[src/sv/adcd_pkg.sv]
// Package: shared types, constants and phase codes of the animation delta command decoder.
package adcd_pkg;

	localparam logic [15:0] FRAME_BYTES   = 16'd64000;
	localparam logic [15:0] PALETTE_BYTES = 16'd768;
	localparam logic [15:0] BLOCK_MAX     = 16'd64000;
	localparam logic [7:0]  RUN_MARK      = 8'hC0;
	localparam logic [7:0]  RUN_MASK      = 8'h3F;
	localparam logic [7:0]  NUM_COMMANDS  = 8'd10;
	localparam int          QUEUE_DEPTH   = 2;

	// Command codes.
	localparam logic [3:0] C_FILL_PAL = 4'd0;
	localparam logic [3:0] C_RAW_PAL  = 4'd1;
	localparam logic [3:0] C_RLE_PAL  = 4'd2;
	localparam logic [3:0] C_COPY_PAL = 4'd3;
	localparam logic [3:0] C_FILL_FRM = 4'd4;
	localparam logic [3:0] C_RAW_FRM  = 4'd5;
	localparam logic [3:0] C_RLE_FRM  = 4'd6;
	localparam logic [3:0] C_POKE_FRM = 4'd7;
	localparam logic [3:0] C_SPAN_FRM = 4'd8;
	localparam logic [3:0] C_COPY_FRM = 4'd9;

	typedef enum logic [12:0] {
		PH_CMD       = 13'b0000000000001,
		PH_FILL      = 13'b0000000000010,
		PH_RAW       = 13'b0000000000100,
		PH_RLE_CODE  = 13'b0000000001000,
		PH_RLE_VALUE = 13'b0000000010000,
		PH_COUNT_LO  = 13'b0000000100000,
		PH_COUNT_HI  = 13'b0000001000000,
		PH_OFF_LO    = 13'b0000010000000,
		PH_OFF_HI    = 13'b0000100000000,
		PH_LEN_LO    = 13'b0001000000000,
		PH_LEN_HI    = 13'b0010000000000,
		PH_VALUE     = 13'b0100000000000,
		PH_COPY      = 13'b1000000000000
	} phase_t;

	typedef struct packed {
		logic [7:0]  data_byte;
		logic        block_start;
		logic [15:0] block_length;
		logic [15:0] command_count;
	} in_item_t;

	typedef struct packed {
		logic        write_valid;
		logic        to_frame;
		logic [15:0] start_address;
		logic [15:0] span_length;
		logic [7:0]  fill_value;
		logic        block_done;
	} out_item_t;

	// Classified byte handed from the front to the back.
	typedef struct packed {
		logic        block_start;
		logic        empty_block;
		logic [7:0]  data_byte;
		logic [15:0] block_length;
		logic [15:0] command_count;
	} tok_t;

endpackage

[src/sv/adcd_front.sv]
// Front end: accept input transfers, clamp the block length and mark empty blocks.
module adcd_front import adcd_pkg::*; (
	input  logic     clk,
	input  logic     arst_n,
	input  logic     in_valid,
	output logic     in_stall,
	input  in_item_t in_item,
	output logic     tok_valid,
	input  logic     tok_stall,
	output tok_t     tok
);
	logic [15:0] len;

	always_comb begin
		len = (in_item.block_length > BLOCK_MAX) ? BLOCK_MAX : in_item.block_length;
	end

	assign in_stall = tok_valid && tok_stall;

	always_ff @(posedge clk or negedge arst_n) begin
		if (!arst_n) begin
			tok_valid <= 1'b0;
		end else if (!in_stall) begin
			tok_valid <= in_valid;
		end
	end

	always_ff @(posedge clk) begin
		if (!in_stall) begin
			tok.block_start   <= in_item.block_start;
			tok.empty_block   <= in_item.block_start &&
				(len == 16'd0 || in_item.command_count == 16'd0);
			tok.data_byte     <= in_item.data_byte;
			tok.block_length  <= len;
			tok.command_count <= in_item.command_count;
		end
	end
endmodule

[src/sv/adcd_queue.sv]
// Small two-entry queue between front and back.
module adcd_queue import adcd_pkg::*; (
	input  logic clk,
	input  logic arst_n,
	input  logic wr_valid,
	output logic wr_stall,
	input  tok_t wr_data,
	output logic rd_valid,
	input  logic rd_stall,
	output tok_t rd_data
);
	tok_t       mem [QUEUE_DEPTH];
	logic       wp_q, rp_q;
	logic [1:0] cnt_q;
	logic       push, pop;

	assign wr_stall = (cnt_q == 2'(QUEUE_DEPTH));
	assign rd_valid = (cnt_q != 2'd0);
	assign rd_data  = mem[rp_q];
	assign push     = wr_valid && !wr_stall;
	assign pop      = rd_valid && !rd_stall;

	always_ff @(posedge clk) begin
		if (push) begin
			mem[wp_q] <= wr_data;
		end
	end

	always_ff @(posedge clk or negedge arst_n) begin
		if (!arst_n) begin
			wp_q  <= 1'b0;
			rp_q  <= 1'b0;
			cnt_q <= 2'd0;
		end else begin
			if (push) wp_q <= ~wp_q;
			if (pop) rp_q <= ~rp_q;
			cnt_q <= cnt_q + {1'b0, push} - {1'b0, pop};
		end
	end
endmodule

[src/sv/adcd_back.sv]
// Back end: command parser that turns classified bytes into span writes.
module adcd_back import adcd_pkg::*; (
	input  logic      clk,
	input  logic      arst_n,
	input  logic      tok_valid,
	output logic      tok_stall,
	input  tok_t      tok,
	output logic      out_valid,
	input  logic      out_stall,
	output out_item_t out_item
);
	phase_t      phase_q, ph;
	logic [3:0]  cmd_q, cmd;
	logic [15:0] bytes_q, bytes_n;
	logic [15:0] cmds_q, cmds;
	logic [15:0] recs_q, recs;
	logic [15:0] cur_q, cur;
	logic [15:0] off_q, off;
	logic [15:0] rlen_q, rlen;
	logic        allow_q, allow;
	out_item_t   res;
	logic        take;
	logic [15:0] rem, lim, n;
	logic [16:0] sum;
	logic        frame;

	assign tok_stall = out_valid && out_stall;
	assign take      = tok_valid && !tok_stall;

	function automatic phase_t recs_phase(input logic [3:0] c, input logic [15:0] r,
		input logic [15:0] rm);
		logic [15:0] need;
		need = (c == C_SPAN_FRM) ? 16'd5 : 16'd4;
		return (r != 16'd0 && rm >= need) ? PH_OFF_LO : PH_CMD;
	endfunction

	always_comb begin
		ph = phase_q; cmd = cmd_q; bytes_n = bytes_q; cmds = cmds_q; recs = recs_q;
		cur = cur_q; off = off_q; rlen = rlen_q; allow = allow_q;
		res = '0; rem = 16'd0; n = 16'd0; sum = 17'd0;
		if (tok.block_start) begin
			ph = PH_CMD; cmd = C_FILL_PAL; recs = 16'd0; cur = 16'd0; off = 16'd0;
			rlen = 16'd0; allow = 1'b0;
			bytes_n = tok.empty_block ? 16'd0 : tok.block_length;
			cmds = tok.empty_block ? 16'd0 : tok.command_count;
		end
		frame = (cmd >= C_FILL_FRM);
		lim = frame ? FRAME_BYTES : PALETTE_BYTES;
		if (tok.empty_block) begin
			res.block_done = 1'b1;
		end else if (bytes_n != 16'd0) begin
			bytes_n = bytes_n - 16'd1;
			rem = bytes_n;
			case (ph)
				PH_CMD: begin
					if (cmds != 16'd0) cmds = cmds - 16'd1;
					if (tok.data_byte < NUM_COMMANDS) begin
						cmd = tok.data_byte[3:0];
						frame = (cmd >= C_FILL_FRM);
						lim = frame ? FRAME_BYTES : PALETTE_BYTES;
						case (cmd)
							C_FILL_PAL, C_FILL_FRM: if (rem != 16'd0) ph = PH_FILL;
							C_RAW_PAL, C_RAW_FRM: begin
								n = (rem < lim) ? rem : lim;
								cur = 16'd0; rlen = n;
								if (n != 16'd0) ph = PH_RAW;
							end
							C_RLE_PAL, C_RLE_FRM: begin
								cur = 16'd0;
								if (rem != 16'd0) ph = PH_RLE_CODE;
							end
							C_COPY_PAL: if (rem != 16'd0) ph = PH_COUNT_LO;
							default: if (rem >= 16'd2) ph = PH_COUNT_LO;
						endcase
					end
				end
				PH_FILL: begin
					res = '{1'b1, frame, 16'd0, lim, tok.data_byte, 1'b0};
					ph = PH_CMD;
				end
				PH_RAW: begin
					res = '{1'b1, frame, cur, 16'd1, tok.data_byte, 1'b0};
					cur = cur + 16'd1; rlen = rlen - 16'd1;
					if (rlen == 16'd0) ph = PH_CMD;
				end
				PH_RLE_CODE, PH_RLE_VALUE: begin
					if (ph == PH_RLE_CODE && (tok.data_byte & RUN_MARK) == RUN_MARK) begin
						rlen = {8'd0, tok.data_byte & RUN_MASK};
						ph = PH_RLE_VALUE;
					end else begin
						if (ph == PH_RLE_CODE) begin
							res = '{1'b1, frame, cur, 16'd1, tok.data_byte, 1'b0};
							cur = cur + 16'd1;
						end else begin
							ph = PH_RLE_CODE;
							if (rem != 16'd0 && rlen != 16'd0 && cur < lim) begin
								n = lim - cur;
								if (rlen < n) n = rlen;
								res = '{1'b1, frame, cur, n, tok.data_byte, 1'b0};
								cur = cur + n;
							end
						end
						if (cur >= lim || rem == 16'd0) ph = PH_CMD;
					end
				end
				PH_COUNT_LO: begin
					recs = {8'd0, tok.data_byte};
					ph = (cmd == C_COPY_PAL) ? recs_phase(cmd, recs, rem) : PH_COUNT_HI;
				end
				PH_COUNT_HI: begin
					recs = {tok.data_byte, recs[7:0]};
					ph = recs_phase(cmd, recs, rem);
				end
				PH_OFF_LO: begin off = {8'd0, tok.data_byte}; ph = PH_OFF_HI; end
				PH_OFF_HI: begin off = {tok.data_byte, off[7:0]}; ph = PH_LEN_LO; end
				PH_LEN_LO: begin rlen = {8'd0, tok.data_byte}; ph = PH_LEN_HI; end
				PH_LEN_HI: begin
					rlen = {tok.data_byte, rlen[7:0]};
					if (cmd == C_POKE_FRM) begin
						if (off < FRAME_BYTES)
							res = '{1'b1, frame, off, 16'd1, rlen[7:0], 1'b0};
						recs = recs - 16'd1;
						ph = recs_phase(cmd, recs, rem);
					end else if (cmd == C_SPAN_FRM) begin
						ph = PH_VALUE;
					end else begin
						sum = {1'b0, off} + {1'b0, rlen};
						allow = (rlen != 16'd0) && (sum <= {1'b0, lim}) && (rlen <= rem);
						cur = off;
						if (rlen == 16'd0) begin
							recs = recs - 16'd1;
							ph = recs_phase(cmd, recs, rem);
						end else begin
							ph = PH_COPY;
						end
					end
				end
				PH_VALUE: begin
					if (off < FRAME_BYTES && rlen != 16'd0) begin
						n = FRAME_BYTES - off;
						if (rlen < n) n = rlen;
						res = '{1'b1, frame, off, n, tok.data_byte, 1'b0};
					end
					recs = recs - 16'd1;
					ph = recs_phase(cmd, recs, rem);
				end
				PH_COPY: begin
					if (allow) res = '{1'b1, frame, cur, 16'd1, tok.data_byte, 1'b0};
					cur = cur + 16'd1; rlen = rlen - 16'd1;
					if (rlen == 16'd0) begin
						recs = recs - 16'd1;
						ph = recs_phase(cmd, recs, rem);
					end
				end
				default: ph = PH_CMD;
			endcase
			if (bytes_n == 16'd0 || (ph == PH_CMD && cmds == 16'd0)) begin
				res.block_done = 1'b1;
				bytes_n = 16'd0; cmds = 16'd0; ph = PH_CMD;
			end
		end
	end

	always_ff @(posedge clk or negedge arst_n) begin
		if (!arst_n) begin
			phase_q <= PH_CMD; cmd_q <= C_FILL_PAL; bytes_q <= 16'd0; cmds_q <= 16'd0;
			recs_q <= 16'd0; cur_q <= 16'd0; off_q <= 16'd0; rlen_q <= 16'd0;
			allow_q <= 1'b0; out_valid <= 1'b0;
		end else begin
			if (!tok_stall) out_valid <= take;
			if (take) begin
				phase_q <= ph; cmd_q <= cmd; bytes_q <= bytes_n; cmds_q <= cmds;
				recs_q <= recs; cur_q <= cur; off_q <= off; rlen_q <= rlen;
				allow_q <= allow;
			end
		end
	end

	always_ff @(posedge clk) begin
		if (take) out_item <= res;
	end
endmodule

[src/sv/animation_delta_command_decoder.sv]
// Top level of the animation delta command decoder.
// A result passes the front register, a queue entry and the result register
// before it is offered. Throughput: one byte per cycle unless the output stalls;
// every byte gives exactly one result transfer.
// The parser state update in the back end is the per-byte loop that sets this rate.
// Reset (arst_n low, asynchronous): parser waits for a block, queue empties, no result valid.
module animation_delta_command_decoder import adcd_pkg::*; (
	input  logic      clk,
	input  logic      arst_n,
	input  logic      in_valid,
	output logic      in_stall,
	input  in_item_t  in_item,
	output logic      out_valid,
	input  logic      out_stall,
	output out_item_t out_item
);
	// Front to queue, queue to back.
	logic f_valid, f_stall, q_valid, q_stall;
	tok_t f_tok, q_tok;

	// Accept and classify each transfer.
	adcd_front u_front (
		.clk(clk), .arst_n(arst_n), .in_valid(in_valid), .in_stall(in_stall),
		.in_item(in_item), .tok_valid(f_valid), .tok_stall(f_stall), .tok(f_tok)
	);

	// Decouple the two halves so each may stall on its own.
	adcd_queue u_queue (
		.clk(clk), .arst_n(arst_n), .wr_valid(f_valid), .wr_stall(f_stall),
		.wr_data(f_tok), .rd_valid(q_valid), .rd_stall(q_stall), .rd_data(q_tok)
	);

	// Parse commands and emit span writes.
	adcd_back u_back (
		.clk(clk), .arst_n(arst_n), .tok_valid(q_valid), .tok_stall(q_stall),
		.tok(q_tok), .out_valid(out_valid), .out_stall(out_stall), .out_item(out_item)
	);
endmodule

[config.mk]
export PLATFORM = sky130hd
export DESIGN_NAME = animation_delta_command_decoder
export DESIGN_NICKNAME = d
export VERILOG_FILES = /design/src/sv/adcd_pkg.sv /design/src/sv/adcd_front.sv /design/src/sv/adcd_queue.sv /design/src/sv/adcd_back.sv /design/src/sv/animation_delta_command_decoder.sv
export SDC_FILE = /design/constraint.sdc
export NUM_CORES = 1
export LEC_CHECK = 0
export ABC_AREA = 1
export BUFFER_PORTS_ARGS = -buffer_cell sky130_fd_sc_hd__buf_2
export CAP_MARGIN = 20
export CORE_UTILIZATION = 52
export DETAILED_ROUTE_END_ITERATION = 8
export PLACE_DENSITY_LB_ADDON = 0.3
export SLEW_MARGIN = 20
export SYNTH_ARGS = -nofsm -noshare
export SYNTH_HDL_FRONTEND = slang
export SYNTH_SLANG_ARGS = --single-unit
[constraint.sdc]
create_clock -name clk -period 7.4 [get_ports clk]
set_input_delay 0.74 -clock clk [delete_from_list [all_inputs] [get_ports clk]]
set_output_delay 0.74 -clock clk [all_outputs]
set_load 0.01 [all_outputs]
# Word level (Yosys, flattened, before mapping)
# Memory sizes are Yosys's and may differ from the RTL's.
# Index checks and enable logic that the tools add are counted.
# word_totals
ff_bits	205
mem_bits_rw	84
in_bits	45
output_inout_bits	45
wordCells	233
memories	1
# classes
addsub	11
magnitude_cmp	14
eq_ne	25
muxes	110
bitwise_logic	3
n_reduce_logical	44
# mem_list
name	depth	word_bits	rd	rd_clocked_by_memory_dff	wr	line	text
u_queue.mem	2	42	1	0	1	adcd_queue.sv:12	tok_t mem [QUEUE_DEPTH];
# ops
op	n
two-way mux 16 bit	56
two-way mux 43 bit	7
two-way mux 13 bit	21
one-hot mux 43 bit (6 select lines)	1
one-hot mux 16 bit (5 select lines)	2
one-hot mux 13 bit (11 select lines)	1
nonzero test 16 bit	8
logical NOT 16 bit	6
less-than comparator 16 bit	4
one-hot mux 16 bit (4 select lines)	1
subtractor 16 x 1 -> 16 bit (second input constant)	4
one-hot mux 13 bit (4 select lines)	1
greater-or-equal comparator 16 bit	2
one-hot mux 16 bit (2 select lines)	1
equality test 13 x 1 -> 1 bit (second input constant)	2
two-way mux 8 bit	3
two-way mux 4 bit	5
adder 16 x 16 -> 17 bit	1
<= comparator 17 x 16 -> 1 bit	1
adder 16 x 1 -> 16 bit (second input constant)	1
adder 16 bit	1
equality test 4 x 3 -> 1 bit (second input constant)	4
greater-or-equal comparator 16 x 2 -> 1 bit (second input constant)	1
> comparator 16 bit (second input constant)	1
34 further kinds	72

# Logic depth before layout (Yosys ltp)
# An unclocked memory read counts as a cell.
# logic_depth
word_depth	33
ltp_mapped	54
depth_no_buf	49

# By module
# Synthesis repeated with hierarchy kept, for this count alone.
# unflattened
hier_cells	3126
hier_area_um2	22646.7
# modules_own_cells
module	instances	cells_per_inst	area_per_inst_um2	seq_area_each_um2
adcd_back	1	2767	17753.3	4170.2
adcd_queue	1	253	3320.7	2622.5
adcd_front	1	106	1572.8	1286.2

# Worst setup path before layout
# Ideal clock, no wire load.
# synth_path
kind	register to register
startpoint	register u_queue.rp_q
endpoint	register u_back.out_item[0] (netlist name)
setup_time_ns	0.264
arrival_ns	7.078
t_required_ns	7.136
path_slack_ns	0.058
stages_incl_launch_ff	45
path_buffers	8
synth_period_minus_slack_ns	7.342
path_cell_list	dfrtp_1 buf_6 nand2_1 nand2_4 buf_8 buf_8 buf_6 buf_6 buf_6 nor2_2 inv_1 ha_1 nand3_1 o311ai_0 xor2_1 ha_1 a21oi_1 nor2_1 (+9 left out) o21ai_0 a21boi_0 o21ai_0 a31oi_1 xor2_1 a221oi_1 ha_1 a21oi_1 a21oi_1 nor2_1 nand2_1 nand2_1 nand2_1 nand2_1 nand2_2 nand2_4 buf_6 nand2_1
# synth_between
elab_chain_len	32
elab_cells_between_ends	125
classes_between	add/sub: 7; order compare: 9; eq/ne: 24; mux: 58; reduce/logical: 26; memory: 1
# synth_lines
element	line	text
start, declared	adcd_queue.sv:13	logic wp_q, rp_q;
start signal, assigned	adcd_queue.sv:36	if (pop) rp_q <= ~rp_q;
memory (2 x 42 bit) *	n/a	
two-way mux 4 bit	adcd_back.sv:41	if (tok.block_start) begin
greater-or-equal comparator 4 x 3 -> 1 bit	adcd_back.sv:47	frame = (cmd >= C_FILL_FRM);
two-way mux 16 bit	adcd_back.sv:48	lim = frame ? FRAME_BYTES : PALETTE_BYTES;
subtractor 16 bit	adcd_back.sv:97	n = lim - cur;
less-than comparator 16 bit	adcd_back.sv:98	if (rlen < n) n = rlen;
two-way mux 16 bit	adcd_back.sv:98	
two-way mux 16 bit	adcd_back.sv:96	if (rem != 16'd0 && rlen != 16'd0 && cur < lim) begin
(+16 left out)	n/a	
one-hot mux 13 bit (11 select lines)	adcd_back.sv:54	case (ph)
two-way mux 13 bit	adcd_back.sv:51	end else if (bytes_n != 16'd0) begin
two-way mux 13 bit	adcd_back.sv:49	if (tok.empty_block) begin
equality test 13 x 1 -> 1 bit	adcd_back.sv:157	if (bytes_n == 16'd0 || (ph == PH_CMD && cmds == 16'd0)) begin
logical AND 1 bit	adcd_back.sv:157	
logical OR 1 bit	adcd_back.sv:157	
two-way mux 1 bit	adcd_back.sv:157	
two-way mux 1 bit	adcd_back.sv:51	
# Every way passes the cells marked *; elsewhere a longest branch is shown, timed or not. The select of a mux whose other input is x is not followed.
# A chain may end at the register's enable or synchronous reset.

# Worst setup path in the final report
# layout_path
startpoint	register u_queue.rp_q
endpoint	register u_back.out_item[14] (netlist name)
# layout_between
elab_chain_len	17
elab_cells_between_ends	50
classes_between	add/sub: 3; order compare: 5; eq/ne: 9; mux: 22; bitwise: 1; reduce/logical: 9; memory: 1
# layout_lines
element	line	text
memory (2 x 42 bit) *	n/a	
two-way mux 4 bit	adcd_back.sv:41	
greater-or-equal comparator 4 x 3 -> 1 bit	adcd_back.sv:47	
two-way mux 16 bit	adcd_back.sv:48	
subtractor 16 bit	adcd_back.sv:97	
less-than comparator 16 bit	adcd_back.sv:98	
two-way mux 16 bit	adcd_back.sv:98	
two-way mux 16 bit	adcd_back.sv:96	
two-way mux 16 bit	adcd_back.sv:91	if (ph == PH_RLE_CODE) begin
two-way mux 16 bit	adcd_back.sv:87	if (ph == PH_RLE_CODE && (tok.data_byte & RUN_MARK) == RUN_MARK) begin
two-way mux 16 bit	adcd_back.sv:54	
two-way mux 16 bit	adcd_back.sv:51	
two-way mux 16 bit	adcd_back.sv:49	
two-way mux 43 bit	adcd_back.sv:96	
two-way mux 43 bit	adcd_back.sv:91	
two-way mux 43 bit	adcd_back.sv:87	
one-hot mux 43 bit (6 select lines)	adcd_back.sv:54	
# Marks and branches as above.

==> flow_summary.yaml <==
critical_path:
  crit_buf_inv: 6
  crit-reg2reg-launch: "u_queue.rp_q"
  rrSetupSlack_ns: 0.37
  path_depth: 21
  path_class: "flip-flop to flip-flop"
  start_kind: "flip-flop"
  cp_common_cell: "buf_4"
  crit_slowest_cell: "o311ai_2"
  endpoint: "u_back.out_item[14]"
  worstPathArrival_ns: 7.35
  ff2ff_path_depth: 21
  required_ns: 7.71
  crit_chain: "inv_6, nand2_4, nand2_4, buf_4, buf_4, nor2_1, inv_1, ha_1, inv_1, nor4_1, nor3b_2, nand2_1, o31ai_1, xor2_1, ha_1, nand2_1, o311ai_2, buf_4, a21oi_1, a21oi_1, nor2_1"
  path_delay_family: "buffers and inverters"
  endpoint_kind: "flip-flop"
  startpoint: "u_queue.rp_q"
  crit_fanout: 51
  max_stage_delay_ns: 0.88
  critical_path.reg2reg.endpoint: "u_back.out_item[14]"
layout:
  top_regs: "u_queue.mem: 84 flops, u_back.out_item: 43 flops, u_front.tok: 42 flops"
  area_growth_pct: 11.7
  fin_area_sq_um: 25100
  largest_reg_flops: 84
  num-fill-cells: 3942
  top_register: "u_queue.mem"
  layout.nets: 3256
  drive_above_1_share_pct: 15.3
  diodes: 0
sta:
  setup_viol: 0
  fin_crit_ns: 7.03
  slew_headroom_pct: 26.9
  report.final.hold_viol_count: 0
  finalClockSkew_ns: 0.0253
  period_share_pct: 95.0
  finalWorstSetupSlack_ns: 0.368
  fmax_mhz: 142
  maxSlewViolCount: 0
  worst_pin_slew_ns: 1.09
route:
  wire_per_inst_um: 22.0
  routed_wl_um: 80700
  ant_nets: 0
  dr.pass1.iters: 6
  dr_total_vias: 22400
  drc: 0
  vias_per_cell: 6.10
  drt-initial-drc-count: 2634
global_routing:
  grt_pass1_vias: 21800
  grt_max_degree: 71
  grt-ovfl-total: 0
  grt_use_total_pct: 36.8
  grt_first_pass_wirelength_um: 124000
  antenna_found_initial: 0
logic_synthesis:
  async_flop_share_pct: 41.5
  synthFlopType: "edfxtp_1"
  synth_cell_types: 71
  syn_inst: 2985
  synth_edf_count: 169
  avgSynthCellArea_sq_um: 7.52
  synth_area_sq_um: 22500
  ys_ff_latch: 289
  synth_seq_area_share_pct: 36.0
  syn_nets: 3142
  ys_warn_count: 0
placement:
  gp_congestion: 1.10
  numPortBuffers: 89
  placed_cell_area_sq_um: 23800
  dp.final_hpwl_um: 59600
  dp_slack_ns: 0.159
die:
  initial_core_util_pct: 53.2
  die_area_sq_um: 44000
  coreArea_sq_um: 42200
  die_h_um: 210
  io_pins: 90
  fp-row-count: 75
  fp.dieW_um: 210
clock_network:
  clk_latency_ns: 0.58
  cts.path.max_buffers: 3
  cts_buffers: 34
  postCtsHoldBufs: 0
  cts_tree: "built"
  path_clk_slew_ns: 0.07
  cts-htree-levels: 2
  cts_sinks: 289
  cts.root.buffer_cell: "clkbuf_16"
min_path:
  hp-class: "primary input to asynchronous set/reset pin"
job:
  drv_cap: 0
status:
  status: "finished clean"
## per-layer routing
metal | global-route usage (%) | vias up | wire, um
met4 | 26.1 | 0 | 6420
met3 | 7.56 | 364 | 7160
met2 | 60.5 | 1199 | 37200
met1 | 42.9 | 10500 | 29900
met5 | 0 | - | 0
li1 | - | 10400 | -
## cell type report
class	count	area (sq um)	share of cell area, %
flip-flops and latches	289	8080	32.2
repair buffers	194	1300	5.19
well taps	539	674	2.69
multi-input cells	2186	12400	49.4
clock inverters	16	241	0.963
inverters	394	1490	5.93
clock buffers	46	916	3.65
## timing repair
item / 4_1_cts / 5_1_grt
resized for setup: 0 / 29
buffers inserted: 0 / 5
endpoints found under the setup margin: 0 / 48
## cells in the mapped netlist (16+ instances only)
cell type,instances,area share [%]
or2_2,24,0.67
inv_1,364,6.1
nor2_2,42,1.2
ha_1,110,6.1
nor4_1,34,0.95
inv_2,26,0.43
dfrtp_1,119,13
nor2_1,257,4.3
o21ai_1,32,0.71
o21ai_0,225,5.0
xnor2_1,22,0.86
nor3_1,29,0.65
xor2_1,74,2.9
edfxtp_1,169,23
o211ai_1,47,1.6
nand3_1,144,3.2
a22oi_1,18,0.60
nand2_2,36,1.0
a21oi_1,225,5.0
buf_2,16,0.36
o22ai_1,29,0.81
o221ai_1,22,0.86
buf_6,20,1.0
nand4_1,44,1.2
nand3_2,23,1.0
clkbuf_1,70,1.2
nand2_1,623,10
## worst min path at each step
stage / start / endpoint / slack, ns / cells past startpoint
2_1_floorplan: u_front.tok[0] / u_queue.mem[0][0] / 0.42 / 0
3_3_place_gp: u_front.tok[35] / u_queue.mem[0][35] / 0.42 / 0
3_5_place_dp: u_front.tok[35] / u_queue.mem[1][35] / 0.43 / 0
4_1_cts: arst_n / u_back.rlen_q[8] / 0.04 / 1
5_1_grt: arst_n / u_back.cur_q[6] / 0.03 / 1
6_report: arst_n / u_back.cur_q[6] / 0.02 / 1
## cell families after synthesis
logic type	count (synthesis)	synth area share (%)
fa+ha+maj	112	6.31
compound gates	667	17.1
simple gates	1311	27.3
xor+xnor	96	3.74
flops	289	36.0
buf+inv	510	9.55
## through the flow
step	utilization (%)	setup TNS, ns	hold WS (ns)	cells
5_1_grt	59.4	-3.13	0.0294	3664
3_5_place_dp	56.3	0	0.431	3596
2_1_floorplan	-	0	0.421	2985
3_3_place_gp	56.2	0	0.423	3594
4_1_cts	59.0	0	0.0358	3658
6_report	59.4	0	0.0248	3664
## cell usage in the layout (no fill, tap or decap), types with 47 or more instances in the layout
cell type / synthesis / layout
nand3_1: 144 / 142
nand2_1: 623 / 622
buf_2: 16 / 88
dfrtp_1: 119 / 118
a21oi_1: 225 / 221
buf_4: 3 / 100
edfxtp_1: 169 / 169
xor2_1: 74 / 73
o21ai_0: 225 / 219
o211ai_1: 47 / 47
inv_1: 364 / 362
nor2_1: 257 / 252
ha_1: 110 / 108
Power is left out: the tool's default activity adds up to more than one toggle a clock period on the data nets, which glitch-free logic cannot reach.
